`config.mk`:
```
export PLATFORM = sky130hd
export DESIGN_NAME = dwc_div
export DESIGN_NICKNAME = d
export VERILOG_FILES = /design/src/hw/rtl/dwc_pkg.sv /design/src/hw/rtl/dwc_div.sv
export SDC_FILE = /design/constraint.sdc
export NUM_CORES = 1
export LEC_CHECK = 0
export BUFFER_PORTS_ARGS = -buffer_cell sky130_fd_sc_hd__buf_4
export CAP_MARGIN = 0
export CORE_MARGIN = 5
export CORE_UTILIZATION = 53
export CTS_CLUSTER_DIAMETER = 60
export CTS_CLUSTER_SIZE = 24
export DETAILED_ROUTE_END_ITERATION = 8
export PLACE_DENSITY_LB_ADDON = 0.12
export SYNTH_ARGS = -nofsm -noshare
export SYNTH_HDL_FRONTEND = slang
export SYNTH_SLANG_ARGS = --single-unit
```
`constraint.sdc`:
```
create_clock -name clk -period 4.4 [get_ports clk]
set_input_delay 0.22 -clock clk [delete_from_list [all_inputs] [get_ports clk]]
set_output_delay 0.22 -clock clk [all_outputs]
set_load 0.02 [all_outputs]
```
`src/hw/rtl/dwc_pkg.sv`:
```
package dwc_pkg;

    localparam logic [2:0] CMD_WEIGHT    = 3'd0;
    localparam logic [2:0] CMD_IN_SCALE  = 3'd1;
    localparam logic [2:0] CMD_BIAS      = 3'd2;
    localparam logic [2:0] CMD_OUT_SCALE = 3'd3;
    localparam logic [2:0] CMD_PIXEL     = 3'd4;

    localparam logic [2:0] REG_ROW_WIDTH     = 3'd0;
    localparam logic [2:0] REG_KERNEL_WIDTH  = 3'd1;
    localparam logic [2:0] REG_KERNEL_HEIGHT = 3'd2;
    localparam logic [2:0] REG_DILATION_X    = 3'd3;
    localparam logic [2:0] REG_DILATION_Y    = 3'd4;
    localparam logic [2:0] REG_STRIDE_X      = 3'd5;
    localparam logic [2:0] REG_STRIDE_Y      = 3'd6;
    localparam logic [2:0] REG_REQUANTIZE    = 3'd7;

    localparam int CFG_W = 11;

    localparam int MAX_KERNEL   = 7;
    localparam int MAX_DILATION = 4;

    typedef struct packed {
        logic [2:0]         cmd;
        logic [5:0]         tap_index;
        logic signed [31:0] value;
        logic               channel_end;
    } in_item_t;

    typedef struct packed {
        logic signed [31:0] result_value;
        logic [9:0]         out_col;
        logic [9:0]         out_row;
        logic               last;
    } out_item_t;

    typedef struct packed {
        logic       busy;
        logic [2:0] remainder;
    } div_status_t;

endpackage

```
`src/hw/rtl/dwc_div.sv`:
```
module dwc_div
    import dwc_pkg::*;
#(
    parameter int W = 10
)
(
    input  logic         clk,
    input  logic         rst_n,
    input  logic         start,
    input  logic [W-1:0] dividend,
    input  logic [2:0]   divisor,
    output logic [W-1:0] quotient,
    output div_status_t  status
);

    localparam int CNT_W = $clog2(W + 1);

    logic [W-1:0]     dq_reg;
    logic [2:0]       rem_reg;
    logic [CNT_W-1:0] cnt_reg;
    logic             busy_reg;
    logic [3:0]       trial;
    logic             ge;
    logic [2:0]       rem_next;

    assign trial    = {rem_reg, dq_reg[W-1]};
    assign ge       = trial >= {1'b0, divisor};
    assign rem_next = ge ? 3'(trial - {1'b0, divisor}) : trial[2:0];

    always_ff @(posedge clk or negedge rst_n)
    begin
        if (!rst_n)
        begin
            busy_reg <= 1'b0;
            cnt_reg  <= '0;
        end
        else if (start)
        begin
            busy_reg <= 1'b1;
            cnt_reg  <= CNT_W'(W);
        end
        else if (busy_reg)
        begin
            cnt_reg <= cnt_reg - 1'b1;
            if (cnt_reg == CNT_W'(1))
            begin
                busy_reg <= 1'b0;
            end
        end
    end

    always_ff @(posedge clk)
    begin
        if (start)
        begin
            dq_reg  <= dividend;
            rem_reg <= '0;
        end
        else if (busy_reg)
        begin
            dq_reg  <= {dq_reg[W-2:0], ge};
            rem_reg <= rem_next;
        end
    end

    assign quotient         = dq_reg;
    assign status.busy      = busy_reg;
    assign status.remainder = rem_reg;

endmodule

```
==> results.md, run 1 <==
Run status:
- The run finished with clean final reports.

Critical path:
- The category of the critical setup timing path is flip-flop to flip-flop.
- Traced cell by cell, the critical path runs through inv_1 -> ha_1 -> fa_1 -> a21boi_0 -> o21ai_0 -> mux2_2.
- In this design, the stage delay of the slowest critical-path cell is 0.43 ns.
- Data arrives at the worst endpoint at 1.91 ns.
- For the worst setup path, the data required time is 4.46 ns.
- STA classifies the critical path startpoint as a flip-flop.
- In this run the worst path has a maximum fanout of 3.
- The worst setup path is captured at a flip-flop.
- On the critical path the largest part of the delay comes from compound AO/OA/AOI/OAI gates.
- Together, buffers and inverters on the worst path number 1.
- The master of the slowest instance on the critical path is sky130_fd_sc_hd__edfxtp_1.

Timing:
- The final number of hold-violating endpoints is 0.
- Clock skew on the completed layout was measured at 0.00345 ns.
- For the pin with the worst max-slew slack, the measured transition is 0.396 ns.
- The final max-slew violation count came to 0.
- The final number of setup-violating endpoints is 0.
- Setup repair after global routing left no endpoint under its margin.
- Measured against its own limit, the worst slew margin works out to 73.6%.
- The share of the clock period used by the worst path is 41.9%.
- The maximum clock frequency is 0.542 GHz.
- For the final routed database, the setup TNS stands at 0 ns.
- After layout, the minimum clock period comes to 1.85 ns.
- Hold timing on the final database bottoms out at a slack of 0.220 ns.

Layout:
- The register with the most flip-flops in the layout has 10 of them.
- The synthesis-to-finish area growth is 28.1%.
- After filler insertion, the fill cell instance count of the layout stands at 129.
- The sequential cells in the finished layout cover a total of 485 sq um.
- The final-stage net count is 133.
- 0 antenna diodes ended up in the layout.
- In the final layout, the multi-input gates occupy 413 sq um.
- The share of layout cells above drive strength 1 is 40.0%.

Synth:
- The cell area after synthesis is 947 sq um.
- The synthesis warning total is 0.
- The number of distinct library cells after synthesis is 31.
- In this run, synthesis produced a sequential element count of 18.
- The biggest area contributor in the post-synthesis netlist is sky130_fd_sc_hd__edfxtp_1.
- The synthesized design devotes to its leading area cell type 31.7% of total area.
- Counting flops with a built-in enable in the synthesized netlist gives 10.
- Sequential cells were found to cover 51.3% of the synthesized design area.
- The most frequently used flop master after synthesis is sky130_fd_sc_hd__edfxtp_1.
- The number of nets in the synthesized netlist is 102.
- In the synthesized netlist the async set-or-reset flop fraction comes to 27.8%.
- Sorting the synthesized cells by area gives the leading types as sky130_fd_sc_hd__edfxtp_1, sky130_fd_sc_hd__dfrtp_1, sky130_fd_sc_hd__mux2_2.
- Synthesis produced a netlist whose cell count is 80.
- The mean area per synthesized cell is 11.8 sq um.

Die:
- The floorplan step defined a core boundary enclosing 0.00171 sq mm.
- The die width is 52.3 um.
- The number of top-level pins is 30.
- In this run the vertical extent of the chip is 52.3 um.
- The effective utilization at floorplan is 55.5%.
- The number of placement rows is 15.
- The die covers 0.00273 sq mm.

GRT:
- The global-route wire length before repair is 3.30 mm.
- The via count of the first global-routing pass was 750.
- The maximum number of pins on one net before global-route repair is 22.
- The number of antenna violations at the first check in global routing is 0.
- After global routing the overflow that remains totals 0.
- Global routing consumed, over all layers together, 16.5% of the routing resources.

Routing:
- The total length of routed wires is 1.94 mm.
- In the routed design, unresolved DRC markers number 0.
- The per-cell routed wire length is 14.4 um.
- The final antenna-violating net count is 0.
- Using the TritonRoute via totals, the vias-per-cell ratio works out to 5.24.
- After the first detailed-routing iteration, the DRC count stood at 8.
- The number of iterations in the first detailed-routing pass is 4.
- Across all layers, the routed design uses 707 vias.

Run:
- Across the run, the number of max-cap violations was 0.

Power:
- The design draws 0.560 mW.
- The clock network burns 15.5% of the power.
- Of the total power, the share spent switching nets is 35.5%.
- Combinational logic burns 40.4% of the power.
- The internal power consumption is 0.361 mW.
- The sequential share of power is 44.1%.
- For this design the static power due to leakage is 0.543 nW.
- VDD sags by at most 393 uV.
- The total net switching power is 0.199 mW.
- Power spread over the standard cell area amounts to 461 mW/mm^2.

CTS:
- Counting every sink on the clock net gives 18.
- The clock tree from TritonCTS is done.
- Post-CTS timing repair inserted 0 buffers for setup.
- The master cell of the clock root buffer is sky130_fd_sc_hd__clkbuf_4.
- The clock passes through at most 2 buffers.
- The number of H-tree levels is 1.
- After clock tree synthesis, the clock-pin slew on the worst setup and hold paths is 0.11 ns.
- The clock reaches the later pin of the worst-skew pair after 0.30 ns.
- The number of CTS-inserted buffers is 3.

Place:
- Port buffering added 29 buffers.
- The detailed placement HPWL is 1.42 mm.
- The final weighted congestion in routability-driven placement is 0.765.

Worst hold path:
- The min-delay analysis places its worst path in the category primary input to flip-flop.
power by group through the flow:
stage | clock [mW] | sequential (mW) | combinational [mW]
4_1_cts | 0.0871 | 0.246 | 0.227
3_5_place_dp | 0 | 0.249 | 0.222
3_3_place_gp | 0 | 0.249 | 0.216
6_report | 0.0866 | 0.247 | 0.226
2_1_floorplan | 0 | 0.280 | 0.107
5_1_grt | 0.0960 | 0.252 | 0.247
cell usage in the layout (no fill, tap or decap), drive strengths merged, types with 2 or more instances in the layout:
cell	synthesis	final
nand2b	2	2
buf	1	29
nor3b	2	2
nor2	6	6
xnor2	2	2
inv	8	8
clkbuf	3	3
nand2	4	4
dfxtp	3	3
mux2	10	10
ha	5	5
edfxtp	10	10
dfrtp	5	5
o21ai	2	2
cell usage after synthesis, types with 2 or more instances:
cell type / count
sky130_fd_sc_hd__clkbuf_1: 3
sky130_fd_sc_hd__dfrtp_1: 5
sky130_fd_sc_hd__dfxtp_1: 3
sky130_fd_sc_hd__edfxtp_1: 10
sky130_fd_sc_hd__ha_1: 5
sky130_fd_sc_hd__inv_1: 8
sky130_fd_sc_hd__mux2_2: 10
sky130_fd_sc_hd__nand2_1: 4
sky130_fd_sc_hd__nand2b_1: 2
sky130_fd_sc_hd__nor2_1: 6
sky130_fd_sc_hd__nor3b_1: 2
sky130_fd_sc_hd__o21ai_0: 2
sky130_fd_sc_hd__xnor2_1: 2
worst reg2reg max path, delay by kind of cell, from the launching register on:
family / cells / cell delay [ns]
muxes: 1 / 0.27
adders and majority gates: 2 / 0.36
buffers and inverters: 1 / 0.08
DFF: 1 / 0.43
AOI/OAI and AO/OA: 2 / 0.46
cell type report:
type / instances / area share [%]
Clock buffer: 3 / 1.86
Clock inverter: 1 / 0.309
Inverter: 8 / 2.47
Multi-Input combinational cell: 50 / 34.0
Sequential cell: 18 / 40.0
Tap cell: 25 / 2.58
Timing Repair Buffer: 30 / 18.8
timing repair:
action / CTS / global route
resized for setup: 0 / 0
hold buffers: 1 / 0
setup endpoints to repair: 0 / 0
hold endpoints to repair: 5 / 0
routing by layer:
metal	track usage, %	up-vias	part of all wire [%]
li1	-	342	-
met1	19.1	322	41
met5	0	-	0
met4	6.38	0	2.2
met3	3.70	8	5.6
met2	29.3	35	52
path summary, 6_finish.rpt:
check	startpoint	endpoint	slack, ns	cells past startpoint
worst max-delay path	quotient[9]$_DFFE_PP_	quotient[0]$_DFFE_PP_	2.55	6
worst min-delay path	dividend[0]	quotient[0]$_DFFE_PP_	0.22	2
worst max register to register	quotient[9]$_DFFE_PP_	quotient[0]$_DFFE_PP_	2.55	6
worst min register to register	cnt_reg[3]$_DFFE_PN0P_	cnt_reg[3]$_DFFE_PN0P_	0.54	2
max in group asynchronous	rst_n	cnt_reg[2]$_DFFE_PN0P_	4.05	2
min in group asynchronous	rst_n	cnt_reg[0]$_DFFE_PN0P_	0.24	2
stage by stage:
step	utilization (%)	area, sq um	std cells	setup slack [ns]
2_1_floorplan	-	947	80	2.61
3_3_place_gp	68.9	1180	130	2.70
3_5_place_dp	68.9	1180	130	2.64
4_1_cts	71.1	1210	135	2.54
5_1_grt	71.1	1210	135	2.31
6_report	71.1	1210	135	2.55
cell families (layout without fill, tap and decap cells):
kind of cell               count (synthesis)  after routing  synth area share (%)
muxes                                     10             10                  11.9
AOI/OAI and AO/OA                         10             10                  7.93
adders and majority gates                  6              6                  8.72
buffers and inverters                     12             42                  5.15
DFF                                       18             18                  51.3
and+or+nand+nor                           21             21                  12.3
xor gates and xnor gates                   3              3                  2.77
Power figures use the tool's default switching activity.
==> inputs of run 2 (changes only) <==
ABC_AREA = 1   (was unset)
CORE_UTILIZATION = 49   (was 53)
clock period = 1.8 ns   (was 4.4 ns; I/O delays follow)
==> run 2 against run 1 <==
First-iteration DRC count is 63% higher. Final cell count is 19% higher. Via count rose by 8.6%. Clock power grew 130%. Setup slack got worse by 2.3 ns. Fmax is 16% higher. Synthesized cell count increased by 31%. Core utilization fell by 3.7 points.
==> results.md, run 2 <==
Synth:
- The flip-flop and latch count after synthesis was 18 (unchanged).
- sky130_fd_sc_hd__edfxtp_1 takes more of the synthesized area than any other cell.
- The cell area after synthesis came to 930 sq um (-1.8%).
- The number of distinct library cells after synthesis is 21 (-32%).
- The proportion of netlist area held by the largest area contributor is 32.3% (+0.60 points).
- In the post-synthesis netlist, the biggest area contributors are sky130_fd_sc_hd__edfxtp_1, sky130_fd_sc_hd__nand2_1, sky130_fd_sc_hd__dfrtp_1.
- The sequential element share of the synthesized area is 52.2% (+0.97 points).
- For this run, the leading register cell type out of synthesis is sky130_fd_sc_hd__edfxtp_1.
- The number of instances in the synthesized netlist was 105 (+31%).
- Yosys instantiated no cell more often than sky130_fd_sc_hd__nand2_1.
- The mean area per synthesized cell was 8.85 sq um (-25%).
- The number of nets in the synthesized netlist is 127 (+25%).
- The post-synthesis async set-or-reset flop share came to 27.8% (unchanged).
- The number of synthesized flops with an enable pin is 10 (unchanged).
- By count the netlist is led by sky130_fd_sc_hd__nand2_1, sky130_fd_sc_hd__edfxtp_1, sky130_fd_sc_hd__inv_1.
- The synthesis warning total is 0 (unchanged).

Routing:
- The detail-routed via count per cell was 4.77 (-8.9%).
- The total length of routed wires is 1.91 mm (-2.0%).
- The count of unresolved DRC violations after routing is 0 (unchanged).
- The per-cell routed wire length was 11.8 um (-18%).
- The number of iterations in the first detailed-routing pass came to 4 (unchanged).
- The vias after detailed routing is 768 (+8.6%).
- The final antenna-violating net count was 0 (unchanged).
- The initial detailed-routing violation count came to 13 (+5).

Die:
- The die area came to 0.00287 sq mm (+5.0%).
- The vertical die dimension is 53.6 um (+2.4%).
- The die width is 53.6 um (+2.4%).
- The core region area was 0.00176 sq mm (+3.3%).
- The number of top-level pins is 30 (unchanged).
- The effective utilization at floorplan came to 52.7% (-2.8 points).
- The number of placement rows is 15 (unchanged).

Power:
- The sequential share of power came to 45.3% (+1.2 points).
- The maximum vdd drop is 555 uV (+41%).
- The clock power share is 16.0% (+0.5 points).
- The leakage dissipation is 0.619 nW (+14%).
- The total net switching power is 0.454 mW (+130%).
- The combinational cell fraction of total power is 38.6% (-1.8 points).
- The fraction of power spent switching nets was 36.3% (+0.81 points).
- The internal power consumption is 0.796 mW (+120%).
- The power density of the placed cells is 1050 mW/mm^2 (+130%).

GRT:
- In this run the most used layer during global routing was met2.
- The overall global routing resource usage came to 14.7% (-1.8 points).
- The total congestion overflow after global routing came to 0 (unchanged).
- The met2 capacity usage during global routing was 24.9% (-4.4 points).
- The met3 global-route usage is 2.77% (-0.93 points).
- The global-route wire length before repair is 3.06 mm (-7.1%).
- The via count of the first global-routing pass came to 713 (-4.9%).
- The maximum number of pins on one net before global-route repair came to 16 (-27%).
- The fraction of met1 tracks used by global routing is 18.2% (-0.85 points).
- The number of antenna violations at the first check in global routing was 0 (unchanged).

Layout:
- The final instance count without filler cells is 161 (+19%).
- The utilization after layout is 67.4% (-3.7 points).
- The final-stage net count came to 159 (+20%).
- The area growth from synthesis to layout is 27.9%.
- The share of layout cells above drive strength 1 is 28.7% (-11 points).
- The number of flip-flops in the largest register is 10 (unchanged).
- Leaving out fill and tap cells, the most frequent cell in the layout is sky130_fd_sc_hd__nand2_1.
- The final antenna diode count came to 0 (unchanged).
- The fill cell instance count of the final layout is 161 (+25%).
- The top cell types in the final layout, fill and taps aside, are sky130_fd_sc_hd__nand2_1, sky130_fd_sc_hd__buf_4, sky130_fd_sc_hd__inv_1, sky130_fd_sc_hd__edfxtp_1.

CTS:
- TritonCTS built the clock tree.
- The buffer depth of the longest clock path is 2 (unchanged).
- The clock latency on the worst-skew pair is 0.29 ns (about the same).
- The number of CTS-inserted buffers is 3 (unchanged).
- Clock tree synthesis selected as its root buffer the cell sky130_fd_sc_hd__clkbuf_4.
- The clock-pin slew of the registers on the worst-case setup and hold paths is 0.11 ns (about the same).
- The number of H-tree levels is 1 (unchanged).
- The count of clock tree sinks is 18 (unchanged).

Timing:
- The slew at the pin closest to its max-slew limit is 0.441 ns (+0.0452 ns).
- The final max-slew violation count is 0 (unchanged).
- The clock tree skew after final layout is 0.0123 ns (+0.00887 ns).
- The worst relative slew slack is 70.6% (-3.0 points).
- The final number of hold-violating endpoints is 0 (unchanged).
- The final critical delay including setup and external delays came to 1.59 ns (-0.252 ns).
- The share of the clock period used by the worst path is 88.5% (+47 points).
- Setup repair after global routing left no endpoint under its margin.
- The maximum clock frequency is 0.628 GHz (+16%).
- The final number of setup-violating endpoints is 0 (unchanged).
- The total negative setup slack came to 0 ns (unchanged).

Place:
- The final weighted congestion in routability-driven placement is 0.824 (+7.8%).
- The count of buffers from port buffering came to 29 (unchanged).
- The detailed placement HPWL is 1.42 mm (+0.39%).
- The number of placed instances, taps included is 156 (+20%).

Critical path:
- The slack of the worst reg-to-reg path was 0.21 ns (-2.35 ns).
- The count of cells along the worst register-to-register path is 9 (+3).
- The signal arrival time at the worst endpoint came to 1.78 ns (-0.13 ns).
- The kind of end point of the critical path is a flip-flop.
- The origin of the critical flop-to-flop path is quotient[9]$_DFFE_PP_.
- The maximum net fanout on the critical path is 5 (+2).
- The endpoint of the most critical register-to-register path is rem_reg[0]$_SDFFE_PP0P_.
- STA classifies the critical path startpoint as a flip-flop.
- The data required time of the critical path came to 1.98 ns (-2.48 ns).
- The category of the critical setup timing path is flip-flop to flip-flop.

Run status:
- The flow ran to the end, and the final reports show no timing, DRC or antenna violations.

Worst hold path:
- The number of cells on the worst hold path is 3 (+1).
- The path category of the worst min-delay check is primary input to flip-flop.
- The sink of the worst hold path is quotient[7]$_DFFE_PP_.
- The beginning of the worst hold path is dividend[7].

Run:
- The max-capacitance violation count is 0 (unchanged).
==> run 2: cell types whose count changed after synthesis, sizes merged, moves of 3 or more <==
cell,previous run,this run
clkbuf,3,0
inv,8,12
mux2,10,0
nand2,4,44
nand3,1,6
==> run 2: worst max-delay path by stage <==
stage | start | end | slack, ns
finish | quotient[9]$_DFFE_PP_ | rem_reg[0]$_SDFFE_PP0P_ | 0.21
detailed placement | quotient[9]$_DFFE_PP_ | rem_reg[0]$_SDFFE_PP0P_ | 0.23
floorplan | quotient[9]$_DFFE_PP_ | rem_reg[0]$_SDFFE_PP0P_ | 0.20
global route | quotient[9]$_DFFE_PP_ | rem_reg[0]$_SDFFE_PP0P_ | 0.1
CTS | quotient[9]$_DFFE_PP_ | rem_reg[0]$_SDFFE_PP0P_ | 0.21
global placement | quotient[9]$_DFFE_PP_ | rem_reg[0]$_SDFFE_PP0P_ | 0.32
==> run 2: cell type report <==
type                       instances  area (sq um)  area share, %
inverter                          12          45.0           3.79
clock buffer                       3          22.5           1.89
sequential                        18           485           40.8
tap                               25          31.3           2.63
timing repair buffer              30           228           19.2
clock inverter                     1          3.75          0.316
multi-input combinational         72           373           31.4
==> run 2: power groups by stage <==
stage                     logic [mW]  registers, mW  clock network, mW
after global placement         0.470          0.576                  0
after CTS                      0.487          0.568              0.211
after detailed placement       0.482          0.576                  0
final                          0.483          0.567              0.201
after global routing           0.537          0.582              0.226
after floorplan                0.234          0.646                  0
==> run 2: worst max-delay path, cell delays in order, from the launching register on <==
cell                       delay (ns)
sky130_fd_sc_hd__edfxtp_1        0.36
sky130_fd_sc_hd__inv_1           0.07
sky130_fd_sc_hd__ha_1            0.19
sky130_fd_sc_hd__fa_1            0.38
sky130_fd_sc_hd__inv_1           0.07
sky130_fd_sc_hd__nand2_1         0.12
sky130_fd_sc_hd__nand3_2         0.14
sky130_fd_sc_hd__nand2_1         0.06
sky130_fd_sc_hd__nand3_1         0.06
sky130_fd_sc_hd__nand2_1         0.05
==> run 2: cell families (layout without fill, tap and decap cells) <==
family	count (synthesis)	count (layout)	synth area share (%)
fa+ha+maj	6	6	8.88
simple gates	58	58	26.1
buf+inv	15	46	7.67
compound gates	8	8	5.11
flops	18	18	52.2
==> run 2: repair_timing <==
action,4_1_cts,5_1_grt
buffers inserted,0,0
gates resized for setup,0,0
endpoints found under the hold margin,5,0
hold buffers,1,0
==> run 2: routing by layer <==
layer	up-vias	routed length [um]
li1	398	-
met1	340	782
met2	28	961
met3	2	149
met4	0	13
met5	-	0
==> run 2: stage by stage <==
stage	power (mW)	worst slack, ns	hold slack (ns)	cell area, sq um
3_3_place_gp	1.05	0.320	-0.105	1150
4_1_cts	1.27	0.211	0.0564	1190
3_5_place_dp	1.06	0.227	-0.104	1150
2_1_floorplan	0.880	0.202	-0.206	930
6_report	1.25	0.207	0.0624	1190
5_1_grt	1.35	0.0976	0.0509	1190
